`config.mk`:
```
export PLATFORM = sky130hd
export DESIGN_NAME = first_fit_block_allocator_core
export DESIGN_NICKNAME = d
export VERILOG_FILES = /design/src/rtl/ffba_pkg.sv /design/src/rtl/ffba_ram.sv /design/src/rtl/first_fit_block_allocator_core.sv
export SDC_FILE = /design/constraint.sdc
export NUM_CORES = 1
export LEC_CHECK = 0
export ABC_CLOCK_PERIOD_IN_PS = 7200
export BUFFER_PORTS_ARGS = -buffer_cell sky130_fd_sc_hd__buf_4
export CELL_PAD_IN_SITES_DETAIL_PLACEMENT = 1
export CELL_PAD_IN_SITES_GLOBAL_PLACEMENT = 2
export CORE_ASPECT_RATIO = 0.9
export CORE_UTILIZATION = 50
export CTS_CLUSTER_DIAMETER = 100
export DETAILED_ROUTE_END_ITERATION = 8
export PLACE_DENSITY_LB_ADDON = 0.1
export SLEW_MARGIN = 10
export SYNTH_ARGS = -nofsm -noshare
export SYNTH_HDL_FRONTEND = slang
export SYNTH_SLANG_ARGS = --single-unit
```
`constraint.sdc`:
```
create_clock -name clk -period 7.2 [get_ports clk]
set_clock_uncertainty 0.15 [all_clocks]
set_input_delay 0.72 -clock clk [delete_from_list [all_inputs] [get_ports clk]]
set_output_delay 0.72 -clock clk [all_outputs]
set_load 0.02 [all_outputs]
```
`src/rtl/ffba_pkg.sv`:
```
// ffba_pkg: word types and constants for the first-fit block allocator
// no dependencies
`timescale 1ns / 1ps
`default_nettype none

package ffba_pkg;

  localparam int unsigned OWNER_W = 8;
  localparam int unsigned COUNT_W = 7;
  localparam int unsigned RANGE_W = 6;

  // request codes
  localparam logic ACT_ALLOC = 1'b0;
  localparam logic ACT_FREE  = 1'b1;

  typedef struct packed {
    logic               action;
    logic [OWNER_W-1:0] process_id;
    logic [COUNT_W-1:0] instruction_count;
    logic [RANGE_W-1:0] range_start;
    logic [RANGE_W-1:0] range_end;
  } in_word_t;

  typedef struct packed {
    logic               ok;
    logic [RANGE_W-1:0] block_start;
    logic [RANGE_W-1:0] block_end;
  } out_word_t;

endpackage

`default_nettype wire

```
`src/rtl/ffba_ram.sv`:
```
// ffba_ram: generic simple dual-port ram, one write and one registered read port
// no dependencies
`timescale 1ns / 1ps
`default_nettype none

module ffba_ram #(
  parameter int unsigned WIDTH = 9,
  parameter int unsigned DEPTH = 64
) (
  input  wire logic                                   clk,
  input  wire logic                                   wr_en,
  input  wire logic [((DEPTH > 1) ? $clog2(DEPTH) : 1)-1:0] wr_addr,
  input  wire logic [WIDTH-1:0]                       wr_data,
  input  wire logic                                   rd_en,
  input  wire logic [((DEPTH > 1) ? $clog2(DEPTH) : 1)-1:0] rd_addr,
  output logic      [WIDTH-1:0]                       rd_data
);

  logic [WIDTH-1:0] mem [DEPTH];

  always_ff @(posedge clk) begin
    if (wr_en) begin
      mem[wr_addr] <= wr_data;
    end
    if (rd_en) begin
      rd_data <= mem[rd_addr];
    end
  end

endmodule

`default_nettype wire

```
`src/rtl/first_fit_block_allocator_core.sv`:
```
// first_fit_block_allocator_core: owner map of a word memory with first-fit allocate and free
// depends on ffba_pkg and ffba_ram
`timescale 1ns / 1ps
`default_nettype none

// The owner map lives in one ram entry per word ({taken, owner id}). After reset a clearing
// pass writes every entry to free, during which in_ready stays low. An allocate request
// needs HEADER_WORDS + VARIABLE_SLOTS + instruction_count words; the block reads the map
// one word per cycle from word 0 with a run counter, stops at the first run long enough,
// then writes the owner into each word of the run, one per cycle. If no run fits, the
// whole map is read before the answer; a size of zero or above WORD_COUNT is answered
// without a scan. A free request reads each word of its range once and frees the matching
// ones behind the read; a bad range is answered without a read. The single ram read port
// sets the pace: one word per cycle. One request is in work at a time; in_ready is low
// from accept until the result has moved into the output register.
module first_fit_block_allocator_core
  import ffba_pkg::*;
#(
  parameter int unsigned WORD_COUNT     = 64,
  parameter int unsigned HEADER_WORDS   = 4,
  parameter int unsigned VARIABLE_SLOTS = 3
) (
  input  wire logic      clk,
  input  wire logic      rst_n,
  input  wire logic      in_valid,
  output logic           in_ready,
  input  wire in_word_t  in_word,
  output logic           out_valid,
  input  wire logic      out_ready,
  output out_word_t      out_word
);

  localparam int unsigned AW      = (WORD_COUNT > 1) ? $clog2(WORD_COUNT) : 1;
  // counter width holds WORD_COUNT itself and any request size
  localparam int unsigned CNT_W   = (AW + 1 > 8) ? AW + 1 : 8;
  localparam int unsigned ENTRY_W = OWNER_W + 1;
  localparam logic [CNT_W-1:0] WC_C     = CNT_W'(WORD_COUNT);
  localparam logic [CNT_W-1:0] OVERHEAD = CNT_W'(HEADER_WORDS + VARIABLE_SLOTS);

  typedef enum logic [5:0] {
    ST_CLEAR = 6'b000001,
    ST_IDLE  = 6'b000010,
    ST_SCAN  = 6'b000100,
    ST_MARK  = 6'b001000,
    ST_FREE  = 6'b010000,
    ST_RESP  = 6'b100000
  } state_t;

  // control registers
  state_t           state_r,     state_nxt;
  logic [CNT_W-1:0] addr_r,      addr_nxt;      // next word to read, or clear pointer
  logic             rd_vld_r,    rd_vld_nxt;    // ram read data is valid for chk_addr_r
  logic             out_valid_r, out_valid_nxt;

  // payload registers
  logic [AW-1:0]      chk_addr_r,  chk_addr_nxt;
  logic [CNT_W-1:0]   run_r,       run_nxt;
  logic [CNT_W-1:0]   len_r,       len_nxt;
  logic [CNT_W-1:0]   last_r,      last_nxt;     // last word of a free range
  logic [AW-1:0]      end_r,       end_nxt;      // last word of a found run
  logic [AW-1:0]      mark_addr_r, mark_addr_nxt;
  logic [OWNER_W-1:0] pid_r,       pid_nxt;
  out_word_t          res_r,       res_nxt;
  out_word_t          out_word_r,  out_word_nxt;

  // ram port
  logic               ram_wr_en;
  logic [AW-1:0]      ram_wr_addr;
  logic [ENTRY_W-1:0] ram_wr_data;
  logic               ram_rd_en;
  logic [AW-1:0]      ram_rd_addr;
  logic [ENTRY_W-1:0] ram_rd_data;

  logic               in_fire;
  logic [CNT_W-1:0]   req_len;
  logic [CNT_W-1:0]   run_inc;
  logic [CNT_W-1:0]   chk_ext;
  logic [CNT_W-1:0]   run_start;
  logic               rd_taken;
  logic [OWNER_W-1:0] rd_owner;

  assign in_ready  = (state_r == ST_IDLE);
  assign in_fire   = in_valid && in_ready;
  assign out_valid = out_valid_r;
  assign out_word  = out_word_r;

  assign req_len   = OVERHEAD + CNT_W'(in_word.instruction_count);
  assign run_inc   = run_r + CNT_W'(1);
  assign chk_ext   = CNT_W'(chk_addr_r);
  // start of a run that ends at the word under check
  assign run_start = chk_ext + CNT_W'(1) - len_r;
  assign rd_taken  = ram_rd_data[OWNER_W];
  assign rd_owner  = ram_rd_data[OWNER_W-1:0];

  ffba_ram #(
    .WIDTH(ENTRY_W),
    .DEPTH(WORD_COUNT)
  ) u_owner_map (
    .clk    (clk),
    .wr_en  (ram_wr_en),
    .wr_addr(ram_wr_addr),
    .wr_data(ram_wr_data),
    .rd_en  (ram_rd_en),
    .rd_addr(ram_rd_addr),
    .rd_data(ram_rd_data)
  );

  always_comb begin
    state_nxt     = state_r;
    addr_nxt      = addr_r;
    rd_vld_nxt    = 1'b0;
    out_valid_nxt = out_valid_r;
    chk_addr_nxt  = chk_addr_r;
    run_nxt       = run_r;
    len_nxt       = len_r;
    last_nxt      = last_r;
    end_nxt       = end_r;
    mark_addr_nxt = mark_addr_r;
    pid_nxt       = pid_r;
    res_nxt       = res_r;
    out_word_nxt  = out_word_r;

    ram_wr_en     = 1'b0;
    ram_wr_addr   = addr_r[AW-1:0];
    ram_wr_data   = '0;
    ram_rd_en     = 1'b0;
    ram_rd_addr   = addr_r[AW-1:0];

    // output register drains independently of the sequencer
    if (out_valid_r && out_ready) begin
      out_valid_nxt = 1'b0;
    end

    unique case (state_r)
      ST_CLEAR: begin
        // clearing pass: every word free, owner zero
        ram_wr_en   = 1'b1;
        ram_wr_addr = addr_r[AW-1:0];
        ram_wr_data = '0;
        addr_nxt    = addr_r + CNT_W'(1);
        if (addr_r == WC_C - CNT_W'(1)) begin
          state_nxt = ST_IDLE;
        end
      end

      ST_IDLE: begin
        if (in_fire) begin
          pid_nxt  = in_word.process_id;
          res_nxt  = '0;
          addr_nxt = '0;
          run_nxt  = '0;
          if (in_word.action == ACT_ALLOC) begin
            len_nxt = req_len;
            if (req_len == '0 || req_len > WC_C) begin
              state_nxt = ST_RESP;
            end else begin
              state_nxt = ST_SCAN;
            end
          end else begin
            addr_nxt = CNT_W'(in_word.range_start);
            last_nxt = CNT_W'(in_word.range_end);
            if (in_word.range_start <= in_word.range_end &&
                CNT_W'(in_word.range_end) < WC_C) begin
              state_nxt = ST_FREE;
            end else begin
              state_nxt = ST_RESP;
            end
          end
        end
      end

      ST_SCAN: begin
        // read one word ahead, check the word read last cycle
        ram_rd_en    = (addr_r < WC_C);
        ram_rd_addr  = addr_r[AW-1:0];
        rd_vld_nxt   = ram_rd_en;
        chk_addr_nxt = addr_r[AW-1:0];
        if (ram_rd_en) begin
          addr_nxt = addr_r + CNT_W'(1);
        end
        if (rd_vld_r) begin
          if (rd_taken) begin
            run_nxt = '0;
          end else if (run_inc == len_r) begin
            // run complete: claim it
            end_nxt             = chk_addr_r;
            mark_addr_nxt       = run_start[AW-1:0];
            res_nxt.ok          = 1'b1;
            res_nxt.block_start = run_start[RANGE_W-1:0];
            res_nxt.block_end   = chk_ext[RANGE_W-1:0];
            state_nxt           = ST_MARK;
          end else begin
            run_nxt = run_inc;
          end
        end else if (!ram_rd_en) begin
          // whole map checked without a fit
          state_nxt = ST_RESP;
        end
      end

      ST_MARK: begin
        ram_wr_en     = 1'b1;
        ram_wr_addr   = mark_addr_r;
        ram_wr_data   = {1'b1, pid_r};
        mark_addr_nxt = mark_addr_r + AW'(1);
        if (mark_addr_r == end_r) begin
          state_nxt = ST_RESP;
        end
      end

      ST_FREE: begin
        // read each word of the range, free it in the next cycle if the owner matches
        ram_rd_en    = (addr_r <= last_r);
        ram_rd_addr  = addr_r[AW-1:0];
        rd_vld_nxt   = ram_rd_en;
        chk_addr_nxt = addr_r[AW-1:0];
        if (ram_rd_en) begin
          addr_nxt = addr_r + CNT_W'(1);
        end
        if (rd_vld_r && rd_taken && rd_owner == pid_r) begin
          ram_wr_en   = 1'b1;
          ram_wr_addr = chk_addr_r;
          ram_wr_data = '0;
        end
        if (!rd_vld_r && !ram_rd_en) begin
          res_nxt.ok = 1'b1;
          state_nxt  = ST_RESP;
        end
      end

      ST_RESP: begin
        if (!out_valid_r || out_ready) begin
          out_valid_nxt = 1'b1;
          out_word_nxt  = res_r;
          state_nxt     = ST_IDLE;
        end
      end

      default: begin
        state_nxt = ST_IDLE;
      end
    endcase
  end

  always_ff @(posedge clk) begin
    if (!rst_n) begin
      state_r     <= ST_CLEAR;
      addr_r      <= '0;
      rd_vld_r    <= 1'b0;
      out_valid_r <= 1'b0;
    end else begin
      state_r     <= state_nxt;
      addr_r      <= addr_nxt;
      rd_vld_r    <= rd_vld_nxt;
      out_valid_r <= out_valid_nxt;
    end
  end

  always_ff @(posedge clk) begin
    chk_addr_r  <= chk_addr_nxt;
    run_r       <= run_nxt;
    len_r       <= len_nxt;
    last_r      <= last_nxt;
    end_r       <= end_nxt;
    mark_addr_r <= mark_addr_nxt;
    pid_r       <= pid_nxt;
    res_r       <= res_nxt;
    out_word_r  <= out_word_nxt;
  end

  // an accepted request always starts work or answers at once
  a_accept_starts: assert property (@(posedge clk) disable iff (!rst_n)
    in_fire |=> (state_r == ST_SCAN || state_r == ST_FREE || state_r == ST_RESP))
    else $error("accepted request did not start work");

  // the run counter never reaches the request size while scanning
  a_run_bound: assert property (@(posedge clk) disable iff (!rst_n)
    (state_r == ST_SCAN) |-> (run_r < len_r))
    else $error("run counter passed the request size");

  // marking stays inside the found run
  a_mark_bound: assert property (@(posedge clk) disable iff (!rst_n)
    (state_r == ST_MARK) |-> (mark_addr_r <= end_r))
    else $error("mark pointer passed the end of the run");

  // a free only ever clears entries
  a_free_clears: assert property (@(posedge clk) disable iff (!rst_n)
    (state_r == ST_FREE && ram_wr_en) |-> (ram_wr_data == '0))
    else $error("free wrote a non-empty entry");

endmodule

`default_nettype wire
```
=== After elaboration in Yosys (flattened, before gate mapping) ===
Memories as Yosys holds them, arrays and structs flattened. A register that Yosys moved wholly into a read port is not among the register bits.
Cells that the tools add are included.

* Reduce and logical (&&, ||, !) cells: 28
* $add $sub $neg: 6
* Bitwise logic cells: 2
* Equality and inequality tests: 24
* $lt $le $gt $ge: 4
* Multiplexer cells: 45

{| class="wikitable"
|+ Operators with widths
! kind !! number
|-
| $mux 6 || 17
|-
| $mux 8 || 7
|-
| $mux 13 || 4
|-
| $pmux 6 s6 || 1
|-
| $pmux 8 s4 || 1
|-
| $pmux 12 s2 || 1
|-
| $pmux 6 s2 || 2
|-
| $ne 2x2->1 const B || 9
|-
| $add 8x1->8 const B || 2
|-
| $eq 8x8->1 || 2
|-
| $pmux 8 s2 || 1
|-
| $reduce_and 4->1 || 4
|-
| $add 6x1->6 const B || 2
|-
| $mux 9 || 1
|-
| $ne 3x3->1 const B || 3
|-
| $add 3x7->8 const A || 1
|-
| $eq 8x6->1 const B || 1
|-
| $gt 8x7->1 const B || 1
|-
| $le 8x6->1 || 1
|-
| $logic_not 8->1 || 1
|-
| $lt 8x7->1 const B || 1
|-
| $reduce_and 8->1 || 1
|-
| $mux 1 || 7
|-
| $eq 6x1->1 const B || 1
|-
| 24 further kinds || 37
|}

* Register bits: 90
* Output and inout bits: 15
* Input port bits: 32
* Memories: 1
* RAM bits: 576
* Word-level logic and storage cells: 127

{| class="wikitable"
|+ Memory list
! name !! words !! bits a word !! rd ports !! clocked after Yosys merged registers in !! write ports !! RTL line !! RTL
|-
| u_owner_map.mem || 64 || 9 || 1 || 1 || 1 || ffba_ram.sv:19 || <nowiki>logic [WIDTH-1:0] mem [DEPTH];</nowiki>
|}

=== Longest topological paths before layout ===
* Depth in word-level cells: 7
* Depth in mapped cells: 13
* Gate-level depth less buffers: 11

=== Modules after synthesis ===
Synthesis repeated with hierarchy kept, for this count alone.

* Cell total of the unflattened synthesis: 1463
* Area total of the unflattened synthesis: 27634.0 µm²

{| class="wikitable"
|+ By module, submodules not included
! module !! area each (µm²) !! cells an instance !! times used !! sequential area each (µm²)
|-
| ffba_ram || 22684.3 || 1020 || 1 || 17566.8
|-
| first_fit_block_allocator_core || 4949.7 || 443 || 1 || 2542.4
|}

=== Least setup slack after synthesis ===
OpenSTA, ideal clock, no wires.

* Path kind: register -> register
* From: register state_r[5]
* To: memory u_owner_map.mem[0][4] (data pin)
* Period minus slack after synthesis: 3.921 ns
* Setup time: 0.367 ns
* Data arrival time: 3.404 ns
* Path slack: 3.279 ns
* Cell stages (with the launch flop): 7
* Data required time: 6.683 ns
* Cell sequence: dfxtp_1 > nor4_2 > nand3b_1 > inv_1 > buf_1 > clkbuf_1 > and2_1

* Word-level cells in the longest chain between the ends: 2

{| class="wikitable"
|+ RTL lines
! element !! RTL line !! RTL
|-
| from (decl) || first_fit_block_allocator_core.sv:50 || <nowiki>state_t state_r, state_nxt;</nowiki>
|-
| from (signal assigned) || first_fit_block_allocator_core.sv:252 || <nowiki>state_r <= state_nxt;</nowiki>
|-
| $eq 6x4->1 || first_fit_block_allocator_core.sv:134 || <nowiki>unique case (state_r)</nowiki>
|-
| $mux 9 || - ||
|-
| named net ram_wr_data[4] || first_fit_block_allocator_core.sv:69 || <nowiki>logic [ENTRY_W-1:0] ram_wr_data;</nowiki>
|-
| to (decl) || ffba_ram.sv:19 ||
|}

The timed path passes the listed nets, and every way through them passes these cells.

=== Worst setup path after layout ===
* From: register state_r[5]
* To: memory u_owner_map.mem[10][2], enable pin

* Word-level cells in the longest chain between the ends: 5

{| class="wikitable"
|+ RTL lines
! element !! RTL line !! RTL
|-
| $eq 6x4->1 / $eq 6x1->1 (equally long branches) || first_fit_block_allocator_core.sv:134 ||
|-
| $reduce_or 2->1 (no source line) || - ||
|-
| $pmux 1 s2 || first_fit_block_allocator_core.sv:134 ||
|-
| $mux 1 || ffba_ram.sv:22 || <nowiki>if (wr_en) begin</nowiki>
|-
| $mux 1 (not written as such) || ffba_ram.sv:23 || <nowiki>mem[wr_addr] <= wr_data;</nowiki>
|}

Parallel ways exist; a longest one is shown, timed or not.

==> flow_summary_export.csv <==
group,metric,value,unit
run_status,status,"complete, no violations",
synth,synth_top_family_by_area,"multiplexers",
cells_and_area,fill_cells,4588,
cells_and_area,mostFrequentLayoutCells,"edfxtp_1 (659), mux4_2 (189), buf_4 (110)",
global_routing,first_global_vias,14000,
worst_setup_path,path_buf_inv,2,
route,ant_nets,0,
timing,setup_ws,1.74,ns
synth,synthArstFlopShare,0,%
clock_network,clkSlewWorstSetupHoldPaths,0.06,ns
power,power.density,288,nW/um^2
worst_setup_path,slowest_stage,"nor3_1",
synth,synth_area,27400,sq um
placed_design,io_buffers,46,
global_routing,grt.overflow.total,0,
synth,synthMuxAreaShare,15.6,%
cells_and_area,diodes,0,
die,start_util,50.5,%
synth,synthAdderAreaFrac,1.26,%
worst_setup_path,crit_family,"simple AND/OR/NAND/NOR gates",
worst_setup_path,ff2ff_setup_slack,1.74,ns
placed_design,numPlacedInstances,2098,
global_routing,grt_first_pass_wirelength,95200,um
placed_design,gp_congestion,0.833,
cells_and_area,design_area,31200,sq um
clock_network,cts_hold_buf,0,
die,fp.dieW,249,um
synth,synth_fp_nets,1407,
timing,rsz0062_at_grt,"no",
worst_setup_path,startpoint_type,"flop",
timing,setup_tns,0,ns
synth,synth_edf_count,659,
clock_network,root_buffer,"clkbuf_16",
timing,worst_pin_slew,1.23,ns
die,rows,81,
route,wl_per_cell,29.0,um
synth,synth_compound_area_share,2.12,%
synth,seq_area_frac_synth,73.4,%
timing,hold_viol,0,
timing,whs,0.150,ns
clock_network,clock_latency,0.61,ns
worst_setup_path,required,7.26,ns
worst_setup_path,crit_path_frequent_cell,"nor3_1",
timing,slew_violations,0,
cells_and_area,drive_gt1_share,29.0,%
synth,yosys_warnings,0,
die,io_pins,47,
route,viasPerCell,6.08,
cells_and_area,area_growth,13.8,%
worst_setup_path,crit_fanout,64,
placed_design,dpl.hpwl,40300,um
global_routing,grt_max_degree,65,
route,vias,13500,
worst_setup_path,path_cells,"nor4_2 -> nand3b_1 -> inv_2 -> buf_4 -> nor3_1 -> a221oi_1 -> nand2_1 -> nor3_1",
route,first_pass_iters,5,
worst_setup_path,worstPathArrival,5.53,ns
clock_network,ctsResizeCount,0,
synth,synthSimpleGateAreaFrac,4.52,%
timing,max_freq,183,MHz
power,power_leakage,0.00860,uW
clock_network,htree_levels,3,
route,wirelength,64500,um
clock_network,cts_buffers,70,
synth,synth_xor_area_share,1.54,%
power,peakVddDrop,0.233,mV
route,drt_iter0_markers,1142,
placed_design,post-place-ws,1.86,ns
synth,yosysUniqueCellTypes,68,
timing,fin_crit,5.46,ns
synth,syn_area_per_cell,20.3,sq um
cells_and_area,final_common_cell,"edfxtp_1",
die,dieArea,55800,sq um
synth,synth-seq-cells,675,
route,drc,0,
placed_design,place_area,28900,sq um
min_path,hp-class,"in2reg",
clock_network,cts_sinks,675,
global_routing,grt.total_usage,23.8,%
cells_and_area,stdcell_count,2226,
timing,slew_headroom,17.6,%
cells_and_area,fin_nets,1524,
worst_setup_path,critPathMaxStageDelay,1.15,ns
clock_network,tritoncts,"built",
worst_setup_path,endpoint_kind,"flop",
run,drv_cap,0,
synth,yosys_most_used_dff,"edfxtp_1",
synth,postSynthCellCount,1348,
worst_setup_path,crit_type,"reg2reg",
clock_network,postCtsSetupBuffers,0,
clock_network,clock_path_buffers,3,
global_routing,antenna_found_initial,0,
die,die_h,224,um
timing,finalSetupViolCount,0,
die,coreArea,54200,sq um
timing,period_share,75.9,%
flip-flops by register name, summed over array words and instances (netlist names), 6 cells and up:
name and count:
addr_r 8, mark_addr_r 6, state_r 6, out_word 13, run_r 8, u_owner_map.mem 576, pid_r 8, u_owner_map.rd_data 9
res_r 13, last_r 6, end_r 6, chk_addr_r 6, len_r 8
where the power goes:
| part | leakage [uW] | total (uW) | internal (uW) | switching (uW) |
|---|---|---|---|---|
| Clock | 0.00110 | 3590 | 2090 | 1500 |
| Sequential | 0.00496 | 4430 | 4340 | 85.9 |
| Combinational | 0.00255 | 947 | 399 | 548 |
cells in the mapped netlist, drive strengths merged (2+ instances only):
| cell | instances | area [sq um] |
|---|---|---|
| a2111oi | 2 | 23.8 |
| a211oi | 3 | 22.5 |
| a21boi | 3 | 22.5 |
| a21o | 5 | 37.5 |
| a21oi | 14 | 70.1 |
| a221o | 7 | 70.1 |
| a221oi | 6 | 88.8 |
| a31oi | 5 | 31.3 |
| and2 | 22 | 138 |
| buf | 25 | 129 |
| clkbuf | 41 | 154 |
| dfxtp | 16 | 320 |
| edfxtp | 659 | 19800 |
| ha | 26 | 325 |
| inv | 37 | 139 |
| mux2i | 3 | 30.0 |
| mux4 | 189 | 4260 |
| nand2 | 43 | 196 |
| nand2b | 2 | 12.5 |
| nand3 | 13 | 65.1 |
| nand3b | 5 | 37.5 |
| nand4 | 7 | 43.8 |
| nor2 | 34 | 130 |
| nor2b | 5 | 31.3 |
| nor3 | 75 | 380 |
| nor3b | 2 | 15.0 |
| nor4 | 5 | 52.6 |
| nor4bb | 2 | 20.0 |
| o211ai | 2 | 15.0 |
| o21ai | 14 | 70.1 |
| o221a | 2 | 22.5 |
| o22ai | 3 | 18.8 |
| o31ai | 2 | 15.0 |
| or2 | 3 | 18.8 |
| or3 | 4 | 25.0 |
| or4 | 2 | 18.8 |
| xnor2 | 29 | 254 |
| xor2 | 14 | 123 |
logic make-up after synthesis:
family | count (synthesis)
flip-flops | 675
buffers and inverters | 103
adder cells (fa/ha/maj) | 27
AO/OA/AOI/OAI | 76
multiplexers | 192
AND/OR/NAND/NOR | 230
XOR/XNOR | 45
stage by stage:
step / utilization, % / power (uW)
after detailed placement: 53.2 / 5480
after global placement: 53.2 / 5470
final: 57.5 / 8970
after floorplan: - / 5130
after CTS: 57.4 / 9060
after global routing: 57.5 / 9230
metal layers:
metal / vias to the layer above / wire, um / GRT usage [%]
met4: 0 / 1040 / 5.35
met5: - / 0 / 0
met3: 77 / 3800 / 4.96
met2: 421 / 30600 / 36.9
met1: 7204 / 29100 / 35.2
li1: 5821 / - / -
layout make-up:
type                    count  area (sq um)  area share [%]
clock buffers              83          1800            5.77
clock inverters            45           478            1.53
inverters                  37           139           0.445
multi-input cells         570          6920            22.2
flip-flops and latches    675         20100            64.5
well taps                 705           882            2.83
repair buffers            111           846            2.71
path summary, 6_finish.rpt:
| check | depth (start not counted) | from | endpoint |
|---|---|---|---|
| worst max-delay path | 8 | state_r[5] | u_owner_map.mem[10][2] |
| worst min-delay path | 1 | in_word[2] | last_r[2] |
| worst max register to register | 8 | state_r[5] | u_owner_map.mem[10][2] |
| worst min register to register | 0 | res_r[6] | out_word[6] |
(Power assumes the default switching activity.)
